File: config.mk
export PLATFORM = sky130hd
export DESIGN_NAME = pidc_cfg
export DESIGN_NICKNAME = d
export VERILOG_FILES = /design/src/hdl/pid_controller_step_defines.svh /design/src/hdl/pidc_pkg.sv /design/src/hdl/pidc_cfg.sv
export SDC_FILE = /design/constraint.sdc
export NUM_CORES = 1
export LEC_CHECK = 0
export BUFFER_PORTS_ARGS = -buffer_cell sky130_fd_sc_hd__buf_2
export CAP_MARGIN = 20
export CELL_PAD_IN_SITES_DETAIL_PLACEMENT = 0
export CELL_PAD_IN_SITES_GLOBAL_PLACEMENT = 1
export CORE_AREA = 2 2 154 156
export CTS_CLUSTER_DIAMETER = 80
export CTS_CLUSTER_SIZE = 24
export DETAILED_ROUTE_END_ITERATION = 16
export DIE_AREA = 0 0 156 158
export GPL_TIMING_DRIVEN = 0
export PLACE_DENSITY_LB_ADDON = 0.25
export SKIP_CTS_REPAIR_TIMING = 1
export SLEW_MARGIN = 20
export SYNTH_ARGS = -nofsm -noshare
export SYNTH_HDL_FRONTEND = slang
export SYNTH_SLANG_ARGS = --single-unit
File: constraint.sdc
create_clock -name clk -period 1.5 [get_ports clk]
set_input_delay 0.3 -clock clk [delete_from_list [all_inputs] [get_ports clk]]
set_output_delay 0.3 -clock clk [all_outputs]
set_load 0.02 [all_outputs]
File: src/hdl/pid_controller_step_defines.svh
// Assertion macros for the PID step block.
`ifndef PID_CONTROLLER_STEP_DEFINES_SVH
`define PID_CONTROLLER_STEP_DEFINES_SVH

// same-cycle implication, off during reset
`define PIDC_ASSERT_IMP(label, clk, rst, ante, cons, msg) \
  label: assert property (@(posedge clk) disable iff (rst) (ante) |-> (cons)) \
    else $error(msg);

// next-cycle implication, off during reset
`define PIDC_ASSERT_NXT(label, clk, rst, ante, cons, msg) \
  label: assert property (@(posedge clk) disable iff (rst) (ante) |=> (cons)) \
    else $error(msg);

`endif

File: src/hdl/pidc_pkg.sv
// Shared types, constants and saturation helpers of the PID step block.
package pidc_pkg;

  localparam int unsigned DATA_W    = 32;
  localparam int unsigned LIM_W     = 31;
  localparam int unsigned GAIN_W    = 24;
  localparam int unsigned CFG_IDX_W = 3;
  localparam int unsigned MUL_A_W   = 33;
  localparam int unsigned MUL_B_W   = 32;
  localparam int unsigned ACC_W     = 66;
  localparam int unsigned FRAC_W    = 16;

  localparam logic [DATA_W-1:0] DEADBAND           = 32'd0;
  localparam logic [16:0]       SLOPE_FILTER_ALPHA = 17'd0;

  localparam int unsigned FLAG_INCREMENTAL = 0;
  localparam int unsigned FLAG_DERIV_MEAS  = 1;

  typedef enum logic [CFG_IDX_W-1:0] {
    REG_PROP_GAIN          = 3'd0,
    REG_INT_GAIN_DT        = 3'd1,
    REG_DERIV_GAIN_OVER_DT = 3'd2,
    REG_RAMP_STEP          = 3'd3,
    REG_INTEGRAL_BAND      = 3'd4,
    REG_INTEGRAL_CLAMP     = 3'd5,
    REG_OUTPUT_CLAMP       = 3'd6,
    REG_CONTROL_FLAGS      = 3'd7
  } cfg_reg_t;

  typedef struct packed {
    logic signed [GAIN_W-1:0] prop_gain;
    logic signed [GAIN_W-1:0] int_gain_dt;
    logic signed [DATA_W-1:0] deriv_gain_over_dt;
    logic [LIM_W-1:0]         ramp_step;
    logic [LIM_W-1:0]         integral_band;
    logic [LIM_W-1:0]         integral_clamp;
    logic [LIM_W-1:0]         output_clamp;
    logic [1:0]               control_flags;
  } pidc_cfg_t;

  typedef struct packed {
    logic signed [DATA_W-1:0] setpoint;
    logic signed [DATA_W-1:0] feedback;
  } pidc_in_t;

  typedef struct packed {
    logic signed [DATA_W-1:0] drive;
    logic signed [DATA_W-1:0] ramped_setpoint;
  } pidc_out_t;

  typedef struct packed {
    logic                      start;
    logic signed [MUL_A_W-1:0] a;
    logic signed [MUL_B_W-1:0] b;
  } mul_req_t;

  typedef struct packed {
    logic busy;
    logic done;
  } mul_stat_t;

  function automatic logic signed [DATA_W-1:0] sat32(input logic signed [ACC_W-1:0] v);
    logic [ACC_W-DATA_W:0] top;
    top = v[ACC_W-1:DATA_W-1];
    if ((&top) || (~|top)) begin
      return v[DATA_W-1:0];
    end else if (v[ACC_W-1]) begin
      return {1'b1, {(DATA_W-1){1'b0}}};
    end else begin
      return {1'b0, {(DATA_W-1){1'b1}}};
    end
  endfunction

  function automatic logic signed [DATA_W-1:0] clamp_sym(input logic signed [ACC_W-1:0] v,
                                                         input logic [LIM_W-1:0] lim);
    logic signed [ACC_W-1:0] pos;
    logic signed [ACC_W-1:0] neg;
    pos = signed'(ACC_W'(lim));
    neg = -pos;
    if (v > pos) begin
      return pos[DATA_W-1:0];
    end else if (v < neg) begin
      return neg[DATA_W-1:0];
    end else begin
      return v[DATA_W-1:0];
    end
  endfunction

endpackage

File: src/hdl/pidc_cfg.sv
// Configuration register file of the PID step block.
module pidc_cfg (
  input  logic                             clk,
  input  logic                             rst,
  input  logic                             cfg_write,
  input  logic [pidc_pkg::CFG_IDX_W-1:0]   cfg_index,
  input  logic [pidc_pkg::DATA_W-1:0]      cfg_data,
  output pidc_pkg::pidc_cfg_t              cfg
);
  import pidc_pkg::*;

  always_ff @(posedge clk) begin
    if (rst) begin
      cfg.prop_gain          <= '0;
      cfg.int_gain_dt        <= '0;
      cfg.deriv_gain_over_dt <= '0;
      cfg.ramp_step          <= '0;
      cfg.integral_band      <= '1;
      cfg.integral_clamp     <= '1;
      cfg.output_clamp       <= '1;
      cfg.control_flags      <= '0;
    end else if (cfg_write) begin
      unique case (cfg_reg_t'(cfg_index))
        REG_PROP_GAIN:          cfg.prop_gain          <= cfg_data[GAIN_W-1:0];
        REG_INT_GAIN_DT:        cfg.int_gain_dt        <= cfg_data[GAIN_W-1:0];
        REG_DERIV_GAIN_OVER_DT: cfg.deriv_gain_over_dt <= cfg_data;
        REG_RAMP_STEP:          cfg.ramp_step          <= cfg_data[LIM_W-1:0];
        REG_INTEGRAL_BAND:      cfg.integral_band      <= cfg_data[LIM_W-1:0];
        REG_INTEGRAL_CLAMP:     cfg.integral_clamp     <= cfg_data[LIM_W-1:0];
        REG_OUTPUT_CLAMP:       cfg.output_clamp       <= cfg_data[LIM_W-1:0];
        REG_CONTROL_FLAGS:      cfg.control_flags      <= cfg_data[1:0];
        default: ;
      endcase
    end
  end

endmodule

# Word level (Yosys, flattened, before mapping)
# Cells that the tools add are included.
# Widths: inputs -> output; s select.
[classes]
n_reduce_logical = 9
eq_ne = 7
[ops]
columns = ["op", "count"]
rows = [
  ["$reduce_and 2->1", 8],
  ["$eq 3x3->1 const B", 4],
  ["$eq 3x2->1 const B", 2],
  ["$eq 3x1->1 const B", 1],
  ["$logic_not 3->1", 1],
]
[word_totals]
inputBits = 38
ff_bits = 206
elab_cells = 24

# Longest topological paths before layout
[logic_depth]
word_depth = 2
depth_mapped = 6
depth_no_buf = 2

# Worst setup path before layout
# OpenSTA, ideal clock, no wires.
[synth_timing]
kind = "input to register"
startpoint = "in cfg_index[2] (netlist name)"
endpoint = "reg cfg[204] (netlist name)"
path_stages = 5
setup_time_ns = 0.121
n_path_buf = 3
t_arrival_ns = 1.327
slack_ns = 0.052
path_cell_list = "buf_2 -> or4b_1 -> buf_6 -> buf_6 -> mux2i_1"
[synth_via]
elab_chain_len = 2
[synth_rtl]
columns = ["item", "line_no", "source"]
rows = [
  ["start: declaration", "pidc_cfg.sv:6", "input logic [pidc_pkg::CFG_IDX_W-1:0] cfg_index,"],
  ["$logic_not 3->1", "pidc_cfg.sv:23", "unique case (cfg_reg_t'(cfg_index))"],
  ["$reduce_and 2->1 (no source line)", "-", ""],
  ["end: declaration", "pidc_cfg.sv:8", "output pidc_pkg::pidc_cfg_t cfg"],
]
# Every way passes these cells.
# A chain may end at the register's enable or synchronous reset.

# Final worst setup path
[layout_timing]
startpoint = "in cfg_index[1] (netlist name)"
endpoint = "reg cfg[78] (netlist name)"
[layout_via]
elab_chain_len = 2
[layout_rtl]
columns = ["item", "line_no"]
rows = [
  ["$eq 3x3->1", "pidc_cfg.sv:23"],
  ["$reduce_and 2->1 (no source line)", "-"],
]
# Every way passes these cells.

==> summary.md <==
| Metric | Value |
|---|---|
| Critical Path RT | `1.89 ns` |
| Fmax | `0.717 GHz` |
| Pre-CTS setup slack | `-0.629 ns` |
| Core Region | `approximately 0.023 mm^2` |
| Reg-to-Reg End | `cfg[128]$_SDFFE_PP0P_` |
| Antenna diode count | `0` |
| CP Class | `in -> reg` |
| Initial antenna violation count | `1` |
| Worst Hold End | `cfg[157]$_SDFFE_PP0P_` |
| Tcrit/Tclk final | `92.9%` |
| DRC Markers | `0` |
| Most frequent cells in the layout | `buf_2 (264), mux2i_1 (206), dfxtp_1 (206)` |
| Max reg flops | `206` |
| Register area share after synthesis | `52.0%` |
| Largest net degree at the start of global routing | `25` |
| Number of global-route vias before repair | `5,698` |
| Rows | `56` |
| Setup WS post-layout | `0.106 ns` |
| Crit Reg-Reg Startpoint | `cfg[128]$_SDFFE_PP0P_` |
| I/O pin cnt | `between 200 and 250` |
| Adder-cell share of the synthesized area | `0%` |
| CTS tree | `done` |
| Overall Power | `0.0103 W` |
| Status | `finished clean` |
| Root Buffer | `clkbuf_16` |
| Final core utilization | `43.0%` |
| CTS buffer count | `13` |
| Largest family of logic cells by synthesized area | `multiplexers` |
| Port-buffer cells | `242` |
| Class of the worst hold path | `in -> reg` |
| Final ANT Viol Nets | `0` |
| CP Max Fanout | `10` |
| Reg area | `between 0.004 and 0.005 mm^2` |
| Placed cells | `1,281` |
| Max VDD drop | `0.000611 V` |
| Final slew viol count | `0` |
| Hold Path Origin | `cfg_data[31]` |
| Final setup viols | `0` |
| Biggest regs | `cfg (206)` |
| H-tree levels | `1` |
| HPWL after DPL | `17.9 mm` |
| Synth unique cells | `14` |
| Post-synth top area cell | `dfxtp_1` |
| Mapped Nets | `787` |
| Die width | `156 um` |
| Fillers | `2,285` |
| CTS clock-pin slew for the worst setup and hold paths | `0.10 ns` |
| Final GP Congestion | `0.742` |
| Max_slew headroom | `around 56%` |
| Most common cell after layout, fill and taps aside | `buf_2` |
| Met3 usage in global routing | `4.43%` |
| Worst Setup End Kind | `register` |
| Critical Path AT | `1.79 ns` |
| Max_cap viols | `0` |
| Drt pass-1 iters | `6` |
| Total grt overflow | `0` |
| Layout cells sized above 1 | `29.1%` |
| RSZ-0062 raised after global routing | `false` |
| Biggest register | `cfg` |
| Hold depth | `3` |
| Minimum clock period | `1.39 ns` |
| Post-Synth XOR/XNOR Area | `0%` |
| R2R cell count | `2` |
| Cell count after synthesis | `between 700 and 800` |
| Clock sink count | `206` |
| Global Route Usage Sum | `18.3%` |
| Routed vias/inst | `4.55` |
| Met2 GRT Util | `29.8%` |
| Footprint of the multi-input gates | `0.00354 mm^2` |
| Detailed-route via count | `between 5,000 and 6,000` |
| Mean post-synth cell area | `around 11 um^2` |
| Complex-gate fraction of the synthesized area | `0%` |
| Critical path startpoint category | `input port` |
| First-pass GRT wire length | `between 30 and 40 mm` |
| Synth Cell Area | `about 0.0079 mm^2` |
| Area share of the largest cell type after synthesis | `52.0%` |
| Layout area overhead | `24.8%` |
| Power Density | `1040 mW/mm^2` |
| Final #Nets | `1,044` |
| Cells taking the most area after synthesis | `dfxtp_1 (52%), mux2i_1 (26%), nand2b_1 (11%), nor2_1 (5.9%), buf_2 (1.4%)` |
| Longest Clk Path Bufs | `3` |
| Simple-gate share of the synthesized area | `18.6%` |
| Leakage | `4.88 nW` |
| Initial Util | `roughly 34%` |
| #FFs+latches synth | `206` |
| Skew final | `0 ns` |
| Die area | `0.0246 mm^2` |
| GRT busiest layer | `met2` |
| Least-Margin Pin Slew | `0.659 ns` |
| Fin. Hold Viols | `0` |
| Post-synthesis mux area share | `~26%` |
| Worst R2R Setup Slack | `between 0.8 and 0.9 ns` |
| Final std cells w/o fill | `1,301` |
| Grt met1 use | `24.9%` |
| Final WL | `23.5 mm` |
| Die Span Y | `158 um` |
| Worst skew pair latency | `0.47 ns` |
| Routed len/inst | `18.1 um` |
| Syn. warnings | `0` |
| DRT iter0 DRCs | `203` |
==> Yosys cell counts, drive strengths merged <==
library cell	instances
dfxtp	206
mux2i	206
nand2b	145
nor2	124
buf	29
clkbuf	28
nand4b	3
nor4bb	3
nand4bb	2
nand4	1
nor4b	1
or4b	1
==> worst max path at each step <==
| stage | startpoint | end | slack, ns | cells past startpoint |
|---|---|---|---|---|
| floorplan | cfg_index[2] | cfg[204]$_SDFFE_PP0P_ | 0.05 | 5 |
| global placement | rst | cfg[30]$_SDFFE_PP1P_ | -0.57 | 6 |
| detailed placement | rst | cfg[25]$_SDFFE_PP1P_ | -0.63 | 6 |
| CTS | rst | cfg[29]$_SDFFE_PP1P_ | -0.11 | 6 |
| global route | cfg_index[1] | cfg[89]$_SDFFE_PP1P_ | 0.004 | 6 |
| finish | cfg_index[1] | cfg[78]$_SDFFE_PP1P_ | 0.11 | 6 |
==> through the flow <==
| step | setup TNS [ns] | hold slack [ns] | cell area [um^2] |
|---|---|---|---|
| after CTS | -1.12 | 0.0912 | 9890 |
| after global routing | 0 | 0.119 | 9900 |
| after floorplan | 0 | 0.455 | 7940 |
| after detailed placement | -54.85 | 0.462 | 9510 |
| after global placement | -52.03 | 0.455 | 9510 |
| final | 0 | 0.110 | 9900 |
==> metal layers <==
metal	vias to the layer above	wire (um)
met5	-	13
met4	2	323
met3	25	1420
met2	147	10700
met1	2776	11100
li1	2976	-
==> critical path: stages <==
cell and delay, ns:
buf_2 0.11, clkbuf_1 0.21, nor4bb_2 0.39, clkbuf_1 0.27, buf_4 0.28, mux2i_1 0.22
==> logic make-up after synthesis <==
logic type    Yosys count
flops                 206
buf+inv                57
mux                   206
simple gates          280
==> final cells by class <==
class,instances,area share (%)
clock inverters,6,0.442
repair buffers,242,12.2
multi-input cells,486,35.8
flip-flops and latches,206,41.6
well taps,290,3.66
clock buffers,14,3.42
plain buffers,57,2.80
==> where the power goes <==
part	switching, W	internal (W)
Clock	0.00196	0.00168
Combinational	0.000611	0.000351
Sequential	0.0000602	0.00559
Power figures use the tool's default switching activity.
