===== src/hdl/pid_controller_step_defines.svh =====
// Assertion macros for the PID step block.
`ifndef PID_CONTROLLER_STEP_DEFINES_SVH
`define PID_CONTROLLER_STEP_DEFINES_SVH

// same-cycle implication, off during reset
`define PIDC_ASSERT_IMP(label, clk, rst, ante, cons, msg) \
  label: assert property (@(posedge clk) disable iff (rst) (ante) |-> (cons)) \
    else $error(msg);

// next-cycle implication, off during reset
`define PIDC_ASSERT_NXT(label, clk, rst, ante, cons, msg) \
  label: assert property (@(posedge clk) disable iff (rst) (ante) |=> (cons)) \
    else $error(msg);

`endif


===== src/hdl/pidc_pkg.sv =====
// Shared types, constants and saturation helpers of the PID step block.
package pidc_pkg;

  localparam int unsigned DATA_W    = 32;
  localparam int unsigned LIM_W     = 31;
  localparam int unsigned GAIN_W    = 24;
  localparam int unsigned CFG_IDX_W = 3;
  localparam int unsigned MUL_A_W   = 33;
  localparam int unsigned MUL_B_W   = 32;
  localparam int unsigned ACC_W     = 66;
  localparam int unsigned FRAC_W    = 16;

  localparam logic [DATA_W-1:0] DEADBAND           = 32'd0;
  localparam logic [16:0]       SLOPE_FILTER_ALPHA = 17'd0;

  localparam int unsigned FLAG_INCREMENTAL = 0;
  localparam int unsigned FLAG_DERIV_MEAS  = 1;

  typedef enum logic [CFG_IDX_W-1:0] {
    REG_PROP_GAIN          = 3'd0,
    REG_INT_GAIN_DT        = 3'd1,
    REG_DERIV_GAIN_OVER_DT = 3'd2,
    REG_RAMP_STEP          = 3'd3,
    REG_INTEGRAL_BAND      = 3'd4,
    REG_INTEGRAL_CLAMP     = 3'd5,
    REG_OUTPUT_CLAMP       = 3'd6,
    REG_CONTROL_FLAGS      = 3'd7
  } cfg_reg_t;

  typedef struct packed {
    logic signed [GAIN_W-1:0] prop_gain;
    logic signed [GAIN_W-1:0] int_gain_dt;
    logic signed [DATA_W-1:0] deriv_gain_over_dt;
    logic [LIM_W-1:0]         ramp_step;
    logic [LIM_W-1:0]         integral_band;
    logic [LIM_W-1:0]         integral_clamp;
    logic [LIM_W-1:0]         output_clamp;
    logic [1:0]               control_flags;
  } pidc_cfg_t;

  typedef struct packed {
    logic signed [DATA_W-1:0] setpoint;
    logic signed [DATA_W-1:0] feedback;
  } pidc_in_t;

  typedef struct packed {
    logic signed [DATA_W-1:0] drive;
    logic signed [DATA_W-1:0] ramped_setpoint;
  } pidc_out_t;

  typedef struct packed {
    logic                      start;
    logic signed [MUL_A_W-1:0] a;
    logic signed [MUL_B_W-1:0] b;
  } mul_req_t;

  typedef struct packed {
    logic busy;
    logic done;
  } mul_stat_t;

  function automatic logic signed [DATA_W-1:0] sat32(input logic signed [ACC_W-1:0] v);
    logic [ACC_W-DATA_W:0] top;
    top = v[ACC_W-1:DATA_W-1];
    if ((&top) || (~|top)) begin
      return v[DATA_W-1:0];
    end else if (v[ACC_W-1]) begin
      return {1'b1, {(DATA_W-1){1'b0}}};
    end else begin
      return {1'b0, {(DATA_W-1){1'b1}}};
    end
  endfunction

  function automatic logic signed [DATA_W-1:0] clamp_sym(input logic signed [ACC_W-1:0] v,
                                                         input logic [LIM_W-1:0] lim);
    logic signed [ACC_W-1:0] pos;
    logic signed [ACC_W-1:0] neg;
    pos = signed'(ACC_W'(lim));
    neg = -pos;
    if (v > pos) begin
      return pos[DATA_W-1:0];
    end else if (v < neg) begin
      return neg[DATA_W-1:0];
    end else begin
      return v[DATA_W-1:0];
    end
  endfunction

endpackage


===== src/hdl/pidc_mul.sv =====
// Shared two-pass multiplier with Q16.16 round-to-nearest and 32-bit saturation.
module pidc_mul (
  input  logic                               clk,
  input  logic                               rst,
  input  pidc_pkg::mul_req_t                 req,
  output pidc_pkg::mul_stat_t                stat,
  output logic signed [pidc_pkg::DATA_W-1:0] result
);
  import pidc_pkg::*;

  localparam int unsigned HALF_W = MUL_B_W / 2;
  localparam int unsigned PP_W   = MUL_A_W + HALF_W + 1;
  localparam logic signed [ACC_W-1:0] HALF_LSB = ACC_W'(1) << (FRAC_W - 1);

  typedef enum logic [3:0] {
    MP_IDLE = 4'b0001,
    MP_LO   = 4'b0010,
    MP_HI   = 4'b0100,
    MP_RND  = 4'b1000
  } mul_phase_t;

  mul_phase_t                phase;
  logic signed [MUL_A_W-1:0] a_q;
  logic signed [MUL_B_W-1:0] b_q;
  logic signed [ACC_W-1:0]   acc;
  logic                      done;
  logic signed [HALF_W:0]    b_part;
  logic signed [PP_W-1:0]    pp;
  logic signed [ACC_W-1:0]   pp_ext;
  logic signed [ACC_W-1:0]   rounded;

  always_comb begin
    if (phase == MP_LO) begin
      b_part = signed'({1'b0, b_q[HALF_W-1:0]});
    end else begin
      b_part = signed'({b_q[MUL_B_W-1], b_q[MUL_B_W-1:HALF_W]});
    end
    pp = PP_W'(a_q) * PP_W'(b_part);
    if (phase == MP_LO) begin
      pp_ext = ACC_W'(pp);
    end else begin
      pp_ext = ACC_W'(pp) <<< HALF_W;
    end
    rounded = (acc + HALF_LSB) >>> FRAC_W;
  end

  always_ff @(posedge clk) begin
    if (rst) begin
      phase <= MP_IDLE;
      done  <= 1'b0;
    end else begin
      done <= 1'b0;
      unique case (phase)
        MP_IDLE: if (req.start) phase <= MP_LO;
        MP_LO:   phase <= MP_HI;
        MP_HI:   phase <= MP_RND;
        MP_RND: begin
          phase <= MP_IDLE;
          done  <= 1'b1;
        end
        default: phase <= MP_IDLE;
      endcase
    end
  end

  always_ff @(posedge clk) begin
    unique case (phase)
      MP_IDLE: if (req.start) begin
        a_q <= req.a;
        b_q <= req.b;
      end
      MP_LO:   acc <= pp_ext;
      MP_HI:   acc <= acc + pp_ext;
      MP_RND:  result <= sat32(rounded);
      default: ;
    endcase
  end

  assign stat.busy = (phase != MP_IDLE);
  assign stat.done = done;

endmodule

===== config.mk =====
export PLATFORM = sky130hd
export DESIGN_NAME = pidc_mul
export DESIGN_NICKNAME = d
export VERILOG_FILES = /design/src/hdl/pid_controller_step_defines.svh /design/src/hdl/pidc_pkg.sv /design/src/hdl/pidc_mul.sv
export SDC_FILE = /design/constraint.sdc
export NUM_CORES = 2
export LEC_CHECK = 0
export ABC_AREA = 1
export BUFFER_PORTS_ARGS = -buffer_cell sky130_fd_sc_hd__buf_2
export CORE_MARGIN = 4
export CORE_UTILIZATION = 30
export CTS_BUF_LIST = sky130_fd_sc_hd__clkbuf_8
export CTS_CLUSTER_SIZE = 12
export DETAILED_ROUTE_END_ITERATION = 8
export PLACE_DENSITY = 0.54
export SLEW_MARGIN = 20
export SYNTH_ARGS = -nofsm -noshare
export SYNTH_HDL_FRONTEND = slang
export SYNTH_SLANG_ARGS = --single-unit
export TNS_END_PERCENT = 5

===== constraint.sdc =====
create_clock -name clk -period 25 [get_ports clk]
set_input_delay 5 -clock clk [delete_from_list [all_inputs] [get_ports clk]]
set_output_delay 5 -clock clk [all_outputs]
set_load 0.02 [all_outputs]

=== Word level (Yosys, flattened, before mapping) ===
Cells that the tools add are included.

* Multiplexer cells: 8
* Add/subtract/negate cells: 2
* Reductions and logical operators: 6
* Equal/unequal tests: 6
* $mul: 1

{| class="wikitable"
|+ Operators with widths
! cell !! count
|-
| $pmux 66 s2 || 1
|-
| $add 66x17->66 const B || 1
|-
| $add 66x66->66 || 1
|-
| $mux 65 || 1
|-
| $mux 32 || 2
|-
| $mul 33x17->50 || 1
|-
| $reduce_and 19->1 || 1
|-
| $reduce_or 19->1 || 1
|-
| $mux 17 || 1
|-
| $pmux 4 s3 || 1
|-
| $eq 4x1->1 const B || 1
|-
| $eq 4x2->1 const B || 1
|-
| $eq 4x3->1 const B || 1
|-
| $eq 4x4->1 const B || 1
|-
| $mux 4 || 1
|-
| $ne 4x1->1 const B || 1
|-
| $ne 2x2->1 const B || 1
|-
| $reduce_and 2->1 || 1
|-
| $reduce_bool 2->1 || 1
|-
| $logic_not 1->1 || 1
|-
| $logic_or 1x1->1 || 1
|-
| $mux 1 || 1
|}

* Input bits: 68
* Register bits after elaboration: 168

=== Longest topological paths before layout ===
* Word-level depth: 6
* Mapped depth: 54

=== Worst setup path before layout ===
OpenSTA, ideal clock, no wires.

* Path type: in2reg
* From: input req[65] (netlist bit)
* To: register a_q[0], enable pin
* Stages on the path: 2
* Setup slack: 16742 ps
* Library setup time: 489 ps
* Arrival: 7769 ps
* Cells stage by stage: inv_1 > nor2_1

* Word-level cells in the longest chain between the ends: 1

{| class="wikitable"
|+ RTL lines
! item !! line !! RTL
|-
| from (decl) || pidc_mul.sv:5 || <nowiki>input pidc_pkg::mul_req_t req,</nowiki>
|-
| $reduce_and 2->1 (no source line) || n/a ||
|-
| to (signal assigned) || pidc_mul.sv:69 || <nowiki>a_q <= req.a;</nowiki>
|-
| to (decl) || pidc_mul.sv:23 || <nowiki>logic signed [MUL_A_W-1:0] a_q;</nowiki>
|}

Every way passes these cells.
A chain may end at the register's enable or synchronous reset.

=== Final worst setup path ===
* From: register phase[2]
* To: register acc[65], data pin

* Word-level cells in the longest chain between the ends: 6
* Elaborated cells on any way between the ends: 7
* Classes of those cells: add/sub (1); mul (1); eq/ne (2); mux (3)

{| class="wikitable"
|+ RTL lines
! item !! line !! RTL
|-
| from (decl) || pidc_mul.sv:22 || <nowiki>mul_phase_t phase;</nowiki>
|-
| from (signal assigned) || pidc_mul.sv:49 || <nowiki>phase <= MP_IDLE;</nowiki>
|-
| from (signal assigned) || pidc_mul.sv:54 || <nowiki>MP_IDLE: if (req.start) phase <= MP_LO;</nowiki>
|-
| from (signal assigned) || pidc_mul.sv:55 || <nowiki>MP_LO: phase <= MP_HI;</nowiki>
|-
| $eq 4x2->1 || pidc_mul.sv:33, pidc_mul.sv:39, pidc_mul.sv:67 ||
|-
| $mux 17 || pidc_mul.sv:33 || <nowiki>if (phase == MP_LO) begin</nowiki>
|-
| $mul 33x17->50 || pidc_mul.sv:38 || <nowiki>pp = PP_W'(a_q) * PP_W'(b_part);</nowiki>
|-
| $mux 65 || pidc_mul.sv:39 || <nowiki>if (phase == MP_LO) begin</nowiki>
|-
| $add 66x66->66 || pidc_mul.sv:73 || <nowiki>MP_HI: acc <= acc + pp_ext;</nowiki>
|-
| $pmux 66 s2 (*) || pidc_mul.sv:67 || <nowiki>unique case (phase)</nowiki>
|-
| to (signal assigned) || pidc_mul.sv:72 || <nowiki>MP_LO: acc <= pp_ext;</nowiki>
|-
| to (signal assigned) || pidc_mul.sv:73 ||
|-
| to (decl) || pidc_mul.sv:25 || <nowiki>logic signed [ACC_W-1:0] acc;</nowiki>
|}

Every way passes the cells marked *; elsewhere a longest branch is shown, timed or not.

==> results.tsv <==
metric	value	unit
drt_iter0_drc	2437	
syn-instance-count	4505	
synth_area	0.0334	mm2
first_pass_iters	8	
hold_buffers	0	
nNetsFinal	5335	
critPathRequiredTime	25.46	ns
dp_cells	6013	
grt_remaining_overflow	0	
synth_top_area_cell	fa_1	
cpMostUsedCell	nand2_1	
cts_tree	done	
synth_top_area_share	32.1	%
min_path_type	flop to flop	
post_cts_buffers	0	
cts.sinks	168	
ys_warn_count	0	
die_w	342	um
num_vias	29600	
ys_types	47	
synth_area_leaders	fa_1 32%, edfxtp_1 15%, nand2_1 13%	
dieArea	0.117	mm2
rsz0062_at_grt	no	
drc_errors	0	
wl	123	mm
antenna_found_initial	5	
async_reset_ff_share	0	%
clk_latency	0.67	ns
cp_slowest_stage_delay	0.86	ns
cts-resized-gates	0	
gp_congestion	0.981	
synth_edf_count	163	
grtUsageTotal	21.6	%
finClkSkew	0.0429	ns
viasPerCell	4.90	
drv_cap	0	
cts-root-buf	clkbuf_8	
finalHoldViolations	0	
max_slew_margin	31.4	%
hold_ws	0.528	ns
cts_buffer_depth	2	
critPathSlowestCell	o21ai_2	
std_cell_rows	122	
ios	102	
synth_common_cells	1174 x nand2_1, 883 x inv_1, 605 x nor2_1	
io_buffer_count	101	
cts-htree-levels	4	
dp_hpwl	105	mm
synth-seq-cells	168	
finalSetupViolCount	0	
start_util	30.2	%
die_y	342	um
core_area	0.111	mm2
max_freq	88.9	MHz
fin_cells	6052	
clkTransAtPathRegs	0.15	ns
worstSetupPathType	flop to flop	
areaGrowthSynthToFinish	7.78	%
tightest_slew	1.02	ns
yosysMostFrequentCell	nand2_1	
grt_pass1_wl	190	mm
ys.flop_type	edfxtp_1	
finalCritPeriodShare	45.0	%
crit_arrival	11.71	ns
grt_pass1_vias	30700	
maxSlewViolCount	0	
synth_fp_nets	5296	
setup-tns-final	0	ns
cp_max_fo	89	
final_layout_size_suffix_gt1_share	5.11	%
status	complete, no violations	
grt_max_degree	90	
ant_nets	0	
min_period	11.25	ns
numCtsBuffers	17	
avgSynthCellArea	7.42	um2
end_kind	flop	
wl_per_cell	20.4	um
start_kind	flop	
yosysSeqAreaShare	14.9	%
[worst paths after layout]
path / start / endpoint / slack (ns) / cells past startpoint
setup / recovery: phase[2] / acc[65] / 13.75 / 41
hold / removal: phase[2] / done / 0.53 / 1
setup reg to reg: phase[2] / acc[65] / 13.75 / 41
hold reg to reg: phase[2] / done / 0.53 / 1
[cells in the final DEF (no fill, tap or decap), types with 4 or more instances in the layout]
master    instances
a21boi_0          7
a21o_1            9
a21oi_1         159
a31oi_1           5
and2_1           19
buf_2           101
buf_4            34
clkbuf_8         17
clkinv_1          8
dfxtp_1           5
diode_2           7
edfxtp_1        163
fa_1            537
ha_1            186
inv_1           883
inv_2             8
inv_8             5
nand2_1        1173
nand2_2           4
nand3_1         227
nand3b_1         19
nand4_1          43
nor2_1          604
nor2_2            8
nor3_1           22
nor4_1            4
o21a_1            8
o21ai_0         113
o21ai_1           4
o21ai_2           7
o21bai_1         34
or2_2            26
xnor2_1          33
xor2_1           50
[per-layer routing]
metal	GRT usage (%)	vias to the layer above	part of all wire, %	wire length, um
li1	-	13800	-	-
met2	34.4	928	45	55100
met1	30.6	14800	46	57000
met3	3.30	136	6.5	7960
met4	5.93	0	2.5	3140
met5	0	-	0	0
[flip-flops by register name, summed over array words and instances, names as in the netlist]
signal  count
phase       4
result     32
b_q        32
acc        66
done        1
a_q        33
[stage by stage]
step / worst slack, ns / util [%] / area (um2)
4_1_cts: 13.96 / 32.6 / 36000
3_3_place_gp: 13.69 / 32.2 / 35600
5_1_grt: 13.15 / 32.6 / 36000
6_report: 13.75 / 32.6 / 36100
2_1_floorplan: 16.74 / - / 33400
3_5_place_dp: 13.96 / 32.2 / 35600
[cells by family after synthesis]
| kind of cell | synth area share [%] |
|---|---|
| buffers and inverters | 11.5 |
| AO/OA/AOI/OAI | 5.84 |
| XOR/XNOR | 2.17 |
| flip-flops | 14.9 |
| adder cells (fa/ha/maj) | 39.1 |
| multiplexers | 0.0299 |
| AND/OR/NAND/NOR | 26.4 |
[cell type report]
type / instances / area, um2
Multi-Input combinational cell: 3324 / 24700
Fill cell: 12100 / 74600
Clock buffer: 17 / 234
Clock inverter: 15 / 151
Inverter: 898 / 3370
Antenna cell: 7 / 17.5
Tap cell: 1488 / 1860
Sequential cell: 168 / 4990
Timing Repair Buffer: 135 / 761
[critical path: cells and delay by family, from the launching register on]
family                     cells  cell delay, ns
buffers and inverters         10            1.58
DFF                            1            0.36
and+or+nand+nor               22            4.36
adders and majority gates      8            3.86
AOI/OAI and AO/OA              1            0.86
Power is not shown: default switching activity piles up to over one toggle a cycle in this logic, so the estimate is an artifact.
